[src/hdl/txrb_pkg.sv]
// Package for the transmit ring: ring geometry, command codes and channel payload types.
`default_nettype none

package txrb_pkg;

    localparam int RING_DEPTH = 2048;
    localparam int PTR_W      = $clog2(RING_DEPTH);
    localparam int IDX_W      = 11;
    localparam int BYTE_W     = 8;

    typedef enum logic [1:0] {
        CMD_PUSH  = 2'd0,
        CMD_DRAIN = 2'd1,
        CMD_FLUSH = 2'd2,
        CMD_READ  = 2'd3
    } t_cmd;

    typedef struct packed {
        logic [1:0]        cmd;
        logic [BYTE_W-1:0] data_byte;
        logic [IDX_W-1:0]  read_index;
        logic              endpoint_present;
        logic              endpoint_busy;
        logic              endpoint_accepts;
    } t_in_item;

    typedef struct packed {
        logic              byte_accepted;
        logic              block_valid;
        logic [IDX_W-1:0]  block_start;
        logic [IDX_W-1:0]  block_length;
        logic [IDX_W-1:0]  free_bytes;
        logic              idle;
        logic [BYTE_W-1:0] read_data;
    } t_out_item;

    typedef struct packed {
        logic              we;
        logic [PTR_W-1:0]  addr;
        logic [BYTE_W-1:0] data;
    } t_ram_wr;

endpackage

`default_nettype wire

[src/hdl/txrb_ctrl.sv]
// Ring pointer control: push, drain, flush, free count and idle per transfer.
`default_nettype none

module txrb_ctrl
    import txrb_pkg::*;
(
    input  wire logic      i_clk,
    input  wire logic      i_rst_n,
    input  wire logic      i_accept,
    input  wire t_in_item  i_item,
    output      t_out_item o_res,
    output      t_ram_wr   o_ram_wr
);

    logic [PTR_W-1:0] r_wp, r_rp, r_ifl;
    logic [PTR_W-1:0] n_wp, n_rp, n_ifl;
    logic [PTR_W-1:0] free_now, free_next, rp_ret, size;
    logic             drain_ok;
    t_cmd             cmd;

    assign cmd      = t_cmd'(i_item.cmd);
    // power-of-two depth: free = rp - wp - 1 modulo depth
    assign free_now = r_rp - r_wp - PTR_W'(1);
    assign drain_ok = i_item.endpoint_present && !i_item.endpoint_busy;
    assign rp_ret   = r_rp + r_ifl;
    // run up to the wrap point, or up to the write pointer
    assign size     = (rp_ret > r_wp) ? (PTR_W'(0) - rp_ret) : (r_wp - rp_ret);

    always_comb begin
        n_wp           = r_wp;
        n_rp           = r_rp;
        n_ifl          = r_ifl;
        o_ram_wr.we    = 1'b0;
        o_ram_wr.addr  = r_wp;
        o_ram_wr.data  = i_item.data_byte;
        o_res          = '0;
        unique case (cmd)
            CMD_PUSH: begin
                if (free_now != '0) begin
                    o_ram_wr.we         = i_accept;
                    n_wp                = r_wp + PTR_W'(1);
                    o_res.byte_accepted = 1'b1;
                end
            end
            CMD_DRAIN: begin
                if (drain_ok) begin
                    n_rp  = rp_ret;
                    n_ifl = '0;
                    if (rp_ret != r_wp && i_item.endpoint_accepts) begin
                        n_ifl              = size;
                        o_res.block_valid  = 1'b1;
                        o_res.block_start  = IDX_W'(rp_ret);
                        o_res.block_length = IDX_W'(size);
                    end
                end
            end
            CMD_FLUSH: begin
                n_wp  = '0;
                n_rp  = '0;
                n_ifl = '0;
            end
            CMD_READ: begin
            end
            default: begin
            end
        endcase
        free_next        = n_rp - n_wp - PTR_W'(1);
        o_res.free_bytes = IDX_W'(free_next);
        o_res.idle       = (n_wp == n_rp) && (n_ifl == '0) &&
                           (!i_item.endpoint_present || !i_item.endpoint_busy);
    end

    always_ff @(posedge i_clk) begin
        if (!i_rst_n) begin
            r_wp  <= '0;
            r_rp  <= '0;
            r_ifl <= '0;
        end else if (i_accept) begin
            r_wp  <= n_wp;
            r_rp  <= n_rp;
            r_ifl <= n_ifl;
        end
    end

endmodule

`default_nettype wire

[config.mk]
export PLATFORM = sky130hd
export DESIGN_NAME = txrb_ctrl
export DESIGN_NICKNAME = d
export VERILOG_FILES = /design/src/hdl/txrb_pkg.sv /design/src/hdl/txrb_ctrl.sv
export SDC_FILE = /design/constraint.sdc
export NUM_CORES = 1
export LEC_CHECK = 0
export BUFFER_PORTS_ARGS = -buffer_cell sky130_fd_sc_hd__buf_2
export CAP_MARGIN = 20
export CORE_MARGIN = 2
export CORE_UTILIZATION = 52
export DETAILED_ROUTE_END_ITERATION = 10
export PLACE_DENSITY = 0.76
export SKIP_CTS_REPAIR_TIMING = 1
export SYNTH_ARGS = -nofsm -noshare
export SYNTH_HDL_FRONTEND = slang
export SYNTH_SLANG_ARGS = --single-unit
[constraint.sdc]
create_clock -name i_clk -period 13.2 [get_ports i_clk]
set_input_delay 1.98 -clock i_clk [delete_from_list [all_inputs] [get_ports i_clk]]
set_output_delay 1.98 -clock i_clk [all_outputs]
set_load 0.02 [all_outputs]
==> reports/qor.csv, run 1 <==
metric,value,unit
run_status,"complete, no violations",
route.detailed.drc,0,
grt_start_max_net_pins,34,
setup_tns,0,ps
wl_per_cell,18.6,um
finalCritPeriodShare,62.9,%
synth_mux_area_share,4.40,%
port_buffers,55,
synthSimpleGateAreaFrac,26.9,%
reg2reg_depth,15,
hold_violations,0,
avgSynthCellArea,7.45,sq um
p_total,339,uW
fmax,0.120,GHz
cp_max_fo,10,
period_minus_slack,8310,ps
worstHoldStart,r_ifl[3],
cts_tree,done,
cts_buffer_depth,2,
cts.sinks,33,
grt_pass1_wl,23000,um
cts_made_buffers,5,
initial_core_util,53.1,%
finClkSkew,4.98,ps
critPathLaunchType,register,
whs,477,ps
synth.distinct_cells,94,
fin_area,5170,sq um
worstSetupPathType,register to output pin,
r2r_start,r_rp[1],
crit_required,11220,ps
holdPathEnd,r_ifl[3],
dpl_worst_slack,5500,ps
nets,753,
h-tree-depth,2,
synth_seq_cells,33,
ant_nets,0,
insertion_delay,300,ps
dieArea,10100,sq um
cts_root_buf,clkbuf_8,
seq_area,661,sq um
nFillCells,877,
synth_cells,649,
globalRouteOverflowTotal,0,
die_width,100,um
ys_async_sr_fraction,0,%
vdd_drop_max,0.0000413,V
ys.flop_type,dfxtp_1,
num_vias,5061,
coreArea,9110,sq um
viasPerCell,6.39,
wl,14700,um
ys_seq_area_share,13.7,%
drive_above_1_share,15.4,%
final_cell_mix,"nor2_1, buf_2, nand2_1",
first_pass_iters,6,
holdPathStages,2,
hold_path.class,register to register,
clk_pin_slew_worst_paths,80,ps
synth-xor-area-share,5.43,%
synth-adder-area-share,13.2,%
rsz0062_at_grt,no,
grt_use_total,28.7,%
crit_path_end_kind,output pin,
synth_edf_count,0,
grt_antenna_before_repair,0,
gp_congestion,0.961,
synth_compound_area_share,28.8,%
ios,91,
antenna_cells,0,
multi_input_area,3830,sq um
layout_setup_ws,4890,ps
dpl_cell_area,5050,sq um
cellLeakagePower,2.15,nW
ff2ff_setup_slack,7880,ps
drtIter0Drc,389,
cp_data_arrival_time,6330,ps
die_y,100,um
slew_violations,0,
timing.rr.end,r_ifl[7],
powerDensity,65.5,nW/um^2
drv_cap,0,
grt_pass1_vias,4547,
area_growth,7.01,%
final_common_cell,nor2_1,
syn_area,4840,sq um
hpwlAfterDp,11500,um
max_slew_margin,43.4,%
tightest_slew,846,ps
ys_warn_count,0,
synth_top_family_by_area,compound AO/OA/AOI/OAI gates,
row_count,35,
finalSetupViolCount,0,
worst max-delay path by stage:
stage,cells after the start,endpoint,startpoint
after floorplan,19,o_res[19],i_item[22]
after global placement,19,o_res[8],r_wp[8]
after detailed placement,24,o_res[19],r_wp[8]
after CTS,24,o_res[19],r_wp[8]
after global routing,24,o_res[19],r_wp[8]
final,24,o_res[19],r_wp[8]
cell usage after synthesis (all sizes together), types with 11 or more instances:
cell / number / area (sq um)
nor3: 23 / 131
dfxtp: 33 / 661
nor2: 95 / 357
ha: 42 / 526
clkbuf: 14 / 52.6
buf: 25 / 176
nand3: 17 / 85.1
xnor2: 21 / 184
nand4: 11 / 68.8
nand2: 48 / 180
o21ai: 35 / 190
mux2i: 19 / 190
inv: 36 / 135
a211oi: 15 / 125
a21oi: 48 / 259
flip-flops by register name (all words and copies together) (netlist names):
register / flops
r_rp: 11
r_wp: 11
r_ifl: 11
final cells by class:
| cell class | count | area share, % |
|---|---|---|
| sequential | 33 | 12.8 |
| timing repair buffer | 56 | 5.46 |
| tap | 111 | 2.68 |
| multi-input combinational | 547 | 74.1 |
| clock buffer | 6 | 1.60 |
| clock inverter | 2 | 0.725 |
| inverter | 37 | 2.68 |
metal layers:
layer / share of wire [%] / wire length, um / vias up / track usage [%]
li1: - / - / 2419 / -
met1: 44 / 6490 / 2338 / 39.4
met2: 45 / 6630 / 254 / 46.6
met3: 7.5 / 1100 / 50 / 2.72
met4: 3.5 / 520 / 0 / 10.7
met5: 0 / 0 / - / 0
report_power, final:
part           switching, mW  total (mW)  internal, mW  leakage [nW]
Sequential           0.00478       0.106         0.102         0.268
Combinational         0.0804       0.126        0.0455          1.82
Clock                 0.0450       0.106        0.0615        0.0574
worst max-delay path, cell delays in order (launching register included):
cell,delay [ps]
dfxtp_1,630
inv_1,240
ha_1,410
o21ai_0,100
nand3b_1,150
nand4b_1,190
a2111oi_0,510
o2111ai_1,380
o31ai_4,580
inv_1,150
nand2_1,100
o31a_1,180
inv_1,80
fa_1,450
nor2b_1,150
o21ai_0,130
a21boi_0,290
o21ai_0,190
a21boi_0,350
o21a_1,180
o21ai_0,80
nand2b_1,100
a21oi_1,80
xnor2_1,130
buf_2,180
per-stage QoR:
| step | utilization, % | cells |
|---|---|---|
| after floorplan | - | 656 |
| after global placement | 55.5 | 784 |
| after detailed placement | 55.5 | 784 |
| after CTS | 56.8 | 792 |
| after global routing | 56.8 | 792 |
| final | 56.8 | 792 |
cell families (layout without fill, tap and decap cells):
logic type               Yosys count  count (layout)
AND/OR/NAND/NOR                  257             257
AO/OA/AOI/OAI                    182             182
buffers and inverters             76             101
adder cells (fa/ha/maj)           49              49
flip-flops                        33              33
XOR/XNOR                          30              30
multiplexers                      21              21
other                              1               8
Power figures use the tool's default switching activity.
==> run 2, diff against run 1 <==
--- a/config.mk
+++ b/config.mk
@@ -10,7 +10,7 @@
 export CORE_MARGIN = 2
 export CORE_UTILIZATION = 52
 export DETAILED_ROUTE_END_ITERATION = 10
-export PLACE_DENSITY = 0.76
+export PLACE_DENSITY = 0.79
 export SKIP_CTS_REPAIR_TIMING = 1
 export SYNTH_ARGS = -nofsm -noshare
 export SYNTH_HDL_FRONTEND = slang
==> constraint.sdc (replaced) <==
create_clock -name i_clk -period 7.4 [get_ports i_clk]
set_input_delay 1.11 -clock i_clk [delete_from_list [all_inputs] [get_ports i_clk]]
set_output_delay 1.11 -clock i_clk [all_outputs]
set_load 0.02 [all_outputs]
==> run 2 against run 1 <==
Net effect:
- core utilization rose by 0.65 points
- sequential share of layout area fell by 0.12 points
- power rose by 78%
- final cell count rose by 0.76%
- setup slack got worse by 4500 ps
- highest routed layer unchanged
- combinational power rose by 84%
- first-iteration DRC count rose by 2.6%
- critical path depth fell by 2
- sequential cell count did not move
- clock power rose by 75%
==> reports/qor.csv, run 2 (synthesis gave the netlist of run 1 again) <==
metric,value,unit
powerDensity,115,nW/um^2
cp_max_fo,10,
viasPerCell,6.39,
gp_congestion,0.924,
dieArea,10100,sq um
worstPathCellList,inv_1 > ha_1 > inv_1 > fa_1 > nor2b_1 > o21ai_0 > a21oi_1 > o41ai_1 > mux2i_1 > o31ai_4 > buf_12 > or3_1 > nor4_1 > mux2i_1 > ha_1 > nand4_1 > a2111oi_0 > nand2_1 > a211oi_2 > nand4_1 > a311oi_1 > buf_2,
grt_pass1_vias,4791,
grt_use_total,29.4,%
biggestRegsByFlops,"r_ifl x11, r_rp x11, r_wp x11",
vdd_drop_max,0.0000717,V
rsz0062_at_grt,no,
final_common_cell,nor2_1,
globalRouteOverflowTotal,0,
grt_antenna_before_repair,0,
final_cell_mix,"nor2_1, buf_2, nand2_1",
cts.sinks,33,
ant_nets,0,
port_buffers,55,
grt_pass1_wl,23600,um
finClkSkew,14.9,ps
die_y,100,um
run_status,"complete, no violations",
p_total,603,uW
nFillCells,859,
grt_start_max_net_pins,34,
cts_made_buffers,5,
insertion_delay,310,ps
tightest_slew,752,ps
cp_data_arrival_time,5870,ps
drtIter0Drc,399,
cts_buffer_depth,2,
route.detailed.drc,0,
slowest_stage,a2111oi_0,
row_count,35,
hold_path.class,register to register,
max_slew_margin,49.7,%
h-tree-depth,2,
critical_path.top_delay_family,compound AO/OA/AOI/OAI gates,
slew_violations,0,
cts_tree,done,
die_width,100,um
first_pass_iters,5,
wl,14900,um
antenna_cells,0,
crit_path_end_kind,output pin,
hold_violations,0,
clk_pin_slew_worst_paths,90,ps
initial_core_util,53.1,%
area_growth,8.23,%
cp.buffers_inverters,4,
nets,759,
hpwlAfterDp,11700,um
crit_required,6290,ps
num_vias,5098,
wl_per_cell,18.7,um
critPathMaxStageDelay,460,ps
drv_cap,0,
period_minus_slack,6980,ps
coreArea,9110,sq um
cellLeakagePower,2.18,nW
fmax,0.143,GHz
finalCritPeriodShare,94.4,%
ios,91,
critPathLaunchType,register,
worstSetupPathType,register to output pin,
setup_tns,0,ps
finalSetupViolCount,0,
drive_above_1_share,16.4,%
cts_root_buf,clkbuf_8,
==> run 2: worst register-to-register path, cell delays in order, from the launching register on <==
cell and delay (ps):
dfxtp_1 380, ha_1 280, fa_1 470, a21oi_2 210, nor3_1 80, or4_1 580
inv_1 240, ha_1 210, and2_1 340, or4b_1 510, o211a_2 160, a31oi_2 320
o31ai_4 140, a21oi_4 510, mux2i_1 200, or3_1 370, a21oi_1 130
==> run 2: final timing paths <==
path / start / depth (start not counted) / endpoint / slack, ps
worst max-delay path: r_wp[0] / 22 / o_res[8] / 420
worst max register to register: r_rp[0] / 16 / r_ifl[7] / 2160
worst min register to register: r_ifl[0] / 2 / r_ifl[0] / 480
worst min-delay path: r_ifl[0] / 2 / r_ifl[0] / 480
==> run 2: area by class of cell <==
class	count	area, sq um	area share, %
repair buffers	62	340	6.50
well taps	111	139	2.65
flip-flops and latches	33	662	12.6
clock buffers	5	68.8	1.31
clock inverters	3	46.3	0.885
multi-input cells	547	3840	73.3
inverters	37	139	2.65
==> run 2: routing by layer <==
metal	share of wire (%)	wire length (um)	global-route usage (%)
met2	44	6600	47.5
met1	44	6490	39.1
met5	0	0	0
met4	4.3	640	12.1
met3	7.8	1160	4.32
==> run 2: metrics by stage <==
stage	util [%]	hold WS (ps)	area (sq um)	worst slack [ps]	std cells
floorplan	-	443	4860	1360	656
CTS	57.1	480	5200	324	796
global placement	55.8	463	5080	828	788
finish	57.5	475	5230	416	798
global route	57.5	507	5230	42.0	798
detailed placement	55.8	469	5080	673	788
==> run 2: where the power goes <==
group / internal [mW] / switching, mW
Sequential: 0.181 / 0.00592
Combinational: 0.0840 / 0.148
Clock: 0.101 / 0.0836
==> run 3, diff against run 2 <==
--- a/config.mk
+++ b/config.mk
@@ -5,12 +5,14 @@
 export SDC_FILE = /design/constraint.sdc
 export NUM_CORES = 1
 export LEC_CHECK = 0
+export ABC_AREA = 1
 export BUFFER_PORTS_ARGS = -buffer_cell sky130_fd_sc_hd__buf_2
 export CAP_MARGIN = 20
 export CORE_MARGIN = 2
 export CORE_UTILIZATION = 52
+export CTS_CLUSTER_DIAMETER = 100
 export DETAILED_ROUTE_END_ITERATION = 10
-export PLACE_DENSITY = 0.79
+export PLACE_DENSITY = 0.76
 export SKIP_CTS_REPAIR_TIMING = 1
 export SYNTH_ARGS = -nofsm -noshare
 export SYNTH_HDL_FRONTEND = slang
==> constraint.sdc (replaced) <==
create_clock -name i_clk -period 6.6 [get_ports i_clk]
set_input_delay 0.99 -clock i_clk [delete_from_list [all_inputs] [get_ports i_clk]]
set_output_delay 0.99 -clock i_clk [all_outputs]
set_load 0.02 [all_outputs]
==> run 3 against run 2 <==
Net effect:
- combinational power is 140% higher
- via count is 1.8% higher
- clock power is 15% lower
- count of clock-buffer cells in the layout is 2 higher
- final area fell by 1.8%
- hold slack better by 52 ps
- synthesized cell count up 22%
- sequential power is 23% higher
- clock skew down 10 ps
- largest cell class unchanged
- largest power group unchanged
==> reports/qor.csv, run 3 <==
metric,value,unit
die_y,99.6,um
ys_seq_area_share,13.9,%
powerDensity,186,nW/um^2
finalCritPeriodShare,90.8,%
p_total,955,uW
finClkSkew,4.42,ps
grt_pass1_wl,22500,um
avgSynthCellArea,5.97,sq um
grt_use_total,27.9,%
hpwlAfterDp,11200,um
final_util,58.4,%
dp.cells,940,
final_cell_mix,"nand2_1, inv_1, nor2_1",
ys.flop_type,dfxtp_1,
drtIter0Drc,342,
final_common_cell,nand2_1,
hold_path.class,register to register,
cp.buffers_inverters,6,
cts_buffer_depth,2,
crit_path_end_kind,output pin,
first_pass_iters,5,
grt_pass1_vias,4878,
synth_cells,795,
ios,91,
critPathMaxStageDelay,400,ps
setup_tns,0,ps
row_count,34,
hold_violations,0,
finalSetupViolCount,0,
synth_area_leader_cell,dfxtp_1,
worstSetupPathType,register to output pin,
cts_made_buffers,5,
viasPerCell,5.48,
cellLeakagePower,2.93,nW
wl_per_cell,14.5,um
num_vias,5189,
ant_nets,0,
yosys-top-cells-area,"dfxtp_1, nand2_1, ha_1, inv_1, a21oi_1",
drive_above_1_share,13.9,%
cp_max_fo,7,
cpMostUsedCell,nand2_1,
layout.cells.non_filler,947,
synth_seq_cells,33,
biggestRegsByFlops,"r_ifl x11, r_rp x11, r_wp x11",
nets,912,
area_growth,8.25,%
h-tree-depth,2,
vdd_drop_max,0.000132,V
dieArea,9910,sq um
max_slew_margin,56.6,%
crit_required,5610,ps
slowest_stage,fa_1,
globalRouteOverflowTotal,0,
cp_data_arrival_time,5000,ps
synth.most_common_cell,nand2_1,
critical_path.top_delay_family,simple AND/OR/NAND/NOR gates,
period_minus_slack,5990,ps
drv_cap,0,
coreArea,8810,sq um
initial_core_util,53.9,%
synth.distinct_cells,41,
ys_async_sr_fraction,0,%
cts_root_buf,clkbuf_8,
critPathLaunchType,register,
synth_top_area_share,13.9,%
tightest_slew,650,ps
die_width,99.6,um
rsz0062_at_grt,no,
insertion_delay,290,ps
clk_pin_slew_worst_paths,70,ps
gp_congestion,0.924,
route.detailed.drc,0,
nFillCells,902,
port_buffers,55,
grt_antenna_before_repair,0,
fmax,0.167,GHz
wl,13800,um
synth_edf_count,0,
antenna_cells,0,
ys_warn_count,0,
cts.sinks,33,
synth_common_cells,"nand2_1, inv_1, nor2_1, a21oi_1, o21ai_0",
grt_start_max_net_pins,40,
slew_violations,0,
run_status,"complete, no violations",
cts_tree,done,
syn_area,4750,sq um
whs,527,ps
[run 3: cell types whose count changed after synthesis, sizes merged, moves of 19 or more]
cell / change
nand2: +140
inv: +100
nand3: +48
nor2: -26
o21ai: +25
mux2i: -19
[run 3: worst reg2reg max path: cells and delay by family, from the launching register on]
| kind | cells | cell delay [ps] |
|---|---|---|
| compound gates | 2 | 720 |
| xor+xnor | 1 | 460 |
| fa+ha+maj | 3 | 1120 |
| buf+inv | 1 | 130 |
| flops | 1 | 360 |
| simple gates | 13 | 1590 |
[run 3: final timing paths]
path / from / to / slack (ps) / cells past startpoint
hold / removal: r_ifl[2] / r_ifl[2] / 530 / 2
hold reg to reg: r_ifl[2] / r_ifl[2] / 530 / 2
setup reg to reg: r_rp[0] / r_ifl[0] / 2180 / 20
setup / recovery: r_wp[0] / o_res[19] / 610 / 32
[run 3: logic make-up after synthesis]
family | synth area share, %
compound gates | 17.7
xor+xnor | 5.53
fa+ha+maj | 12.8
buf+inv | 15.3
flops | 13.9
other cells | 0.0790
simple gates | 34.7
[run 3: cell type report]
class                      count  area [sq um]  area share [%]
inverter                     137           514            10.0
sequential                    33           661            12.9
tap                          108           135            2.63
timing repair buffer          65           350            6.82
multi-input combinational    597          3390            66.0
clock buffer                   7          86.3            1.68
[run 3: layer usage]
metal	global-route usage [%]	vias to the layer above	wire (um)	share of wire (%)
met5	0	-	0	0
met3	2.25	22	947	6.9
met4	8.64	0	287	2.1
li1	-	2624	-	-
met2	49.0	202	6490	47
met1	36.3	2341	6030	44
[run 3: report_power, final]
group / internal, mW / total, mW / switching [mW]
Clock: 0.0828 / 0.157 / 0.0738
Combinational: 0.199 / 0.568 / 0.368
Sequential: 0.213 / 0.230 / 0.0173
[run 3: metrics by stage]
stage                     cell area [sq um]  setup slack [ps]
after floorplan                        4770              1290
after CTS                              5130               453
final                                  5140               610
after detailed placement               5050               809
after global routing                   5140              84.2
after global placement                 5050               871
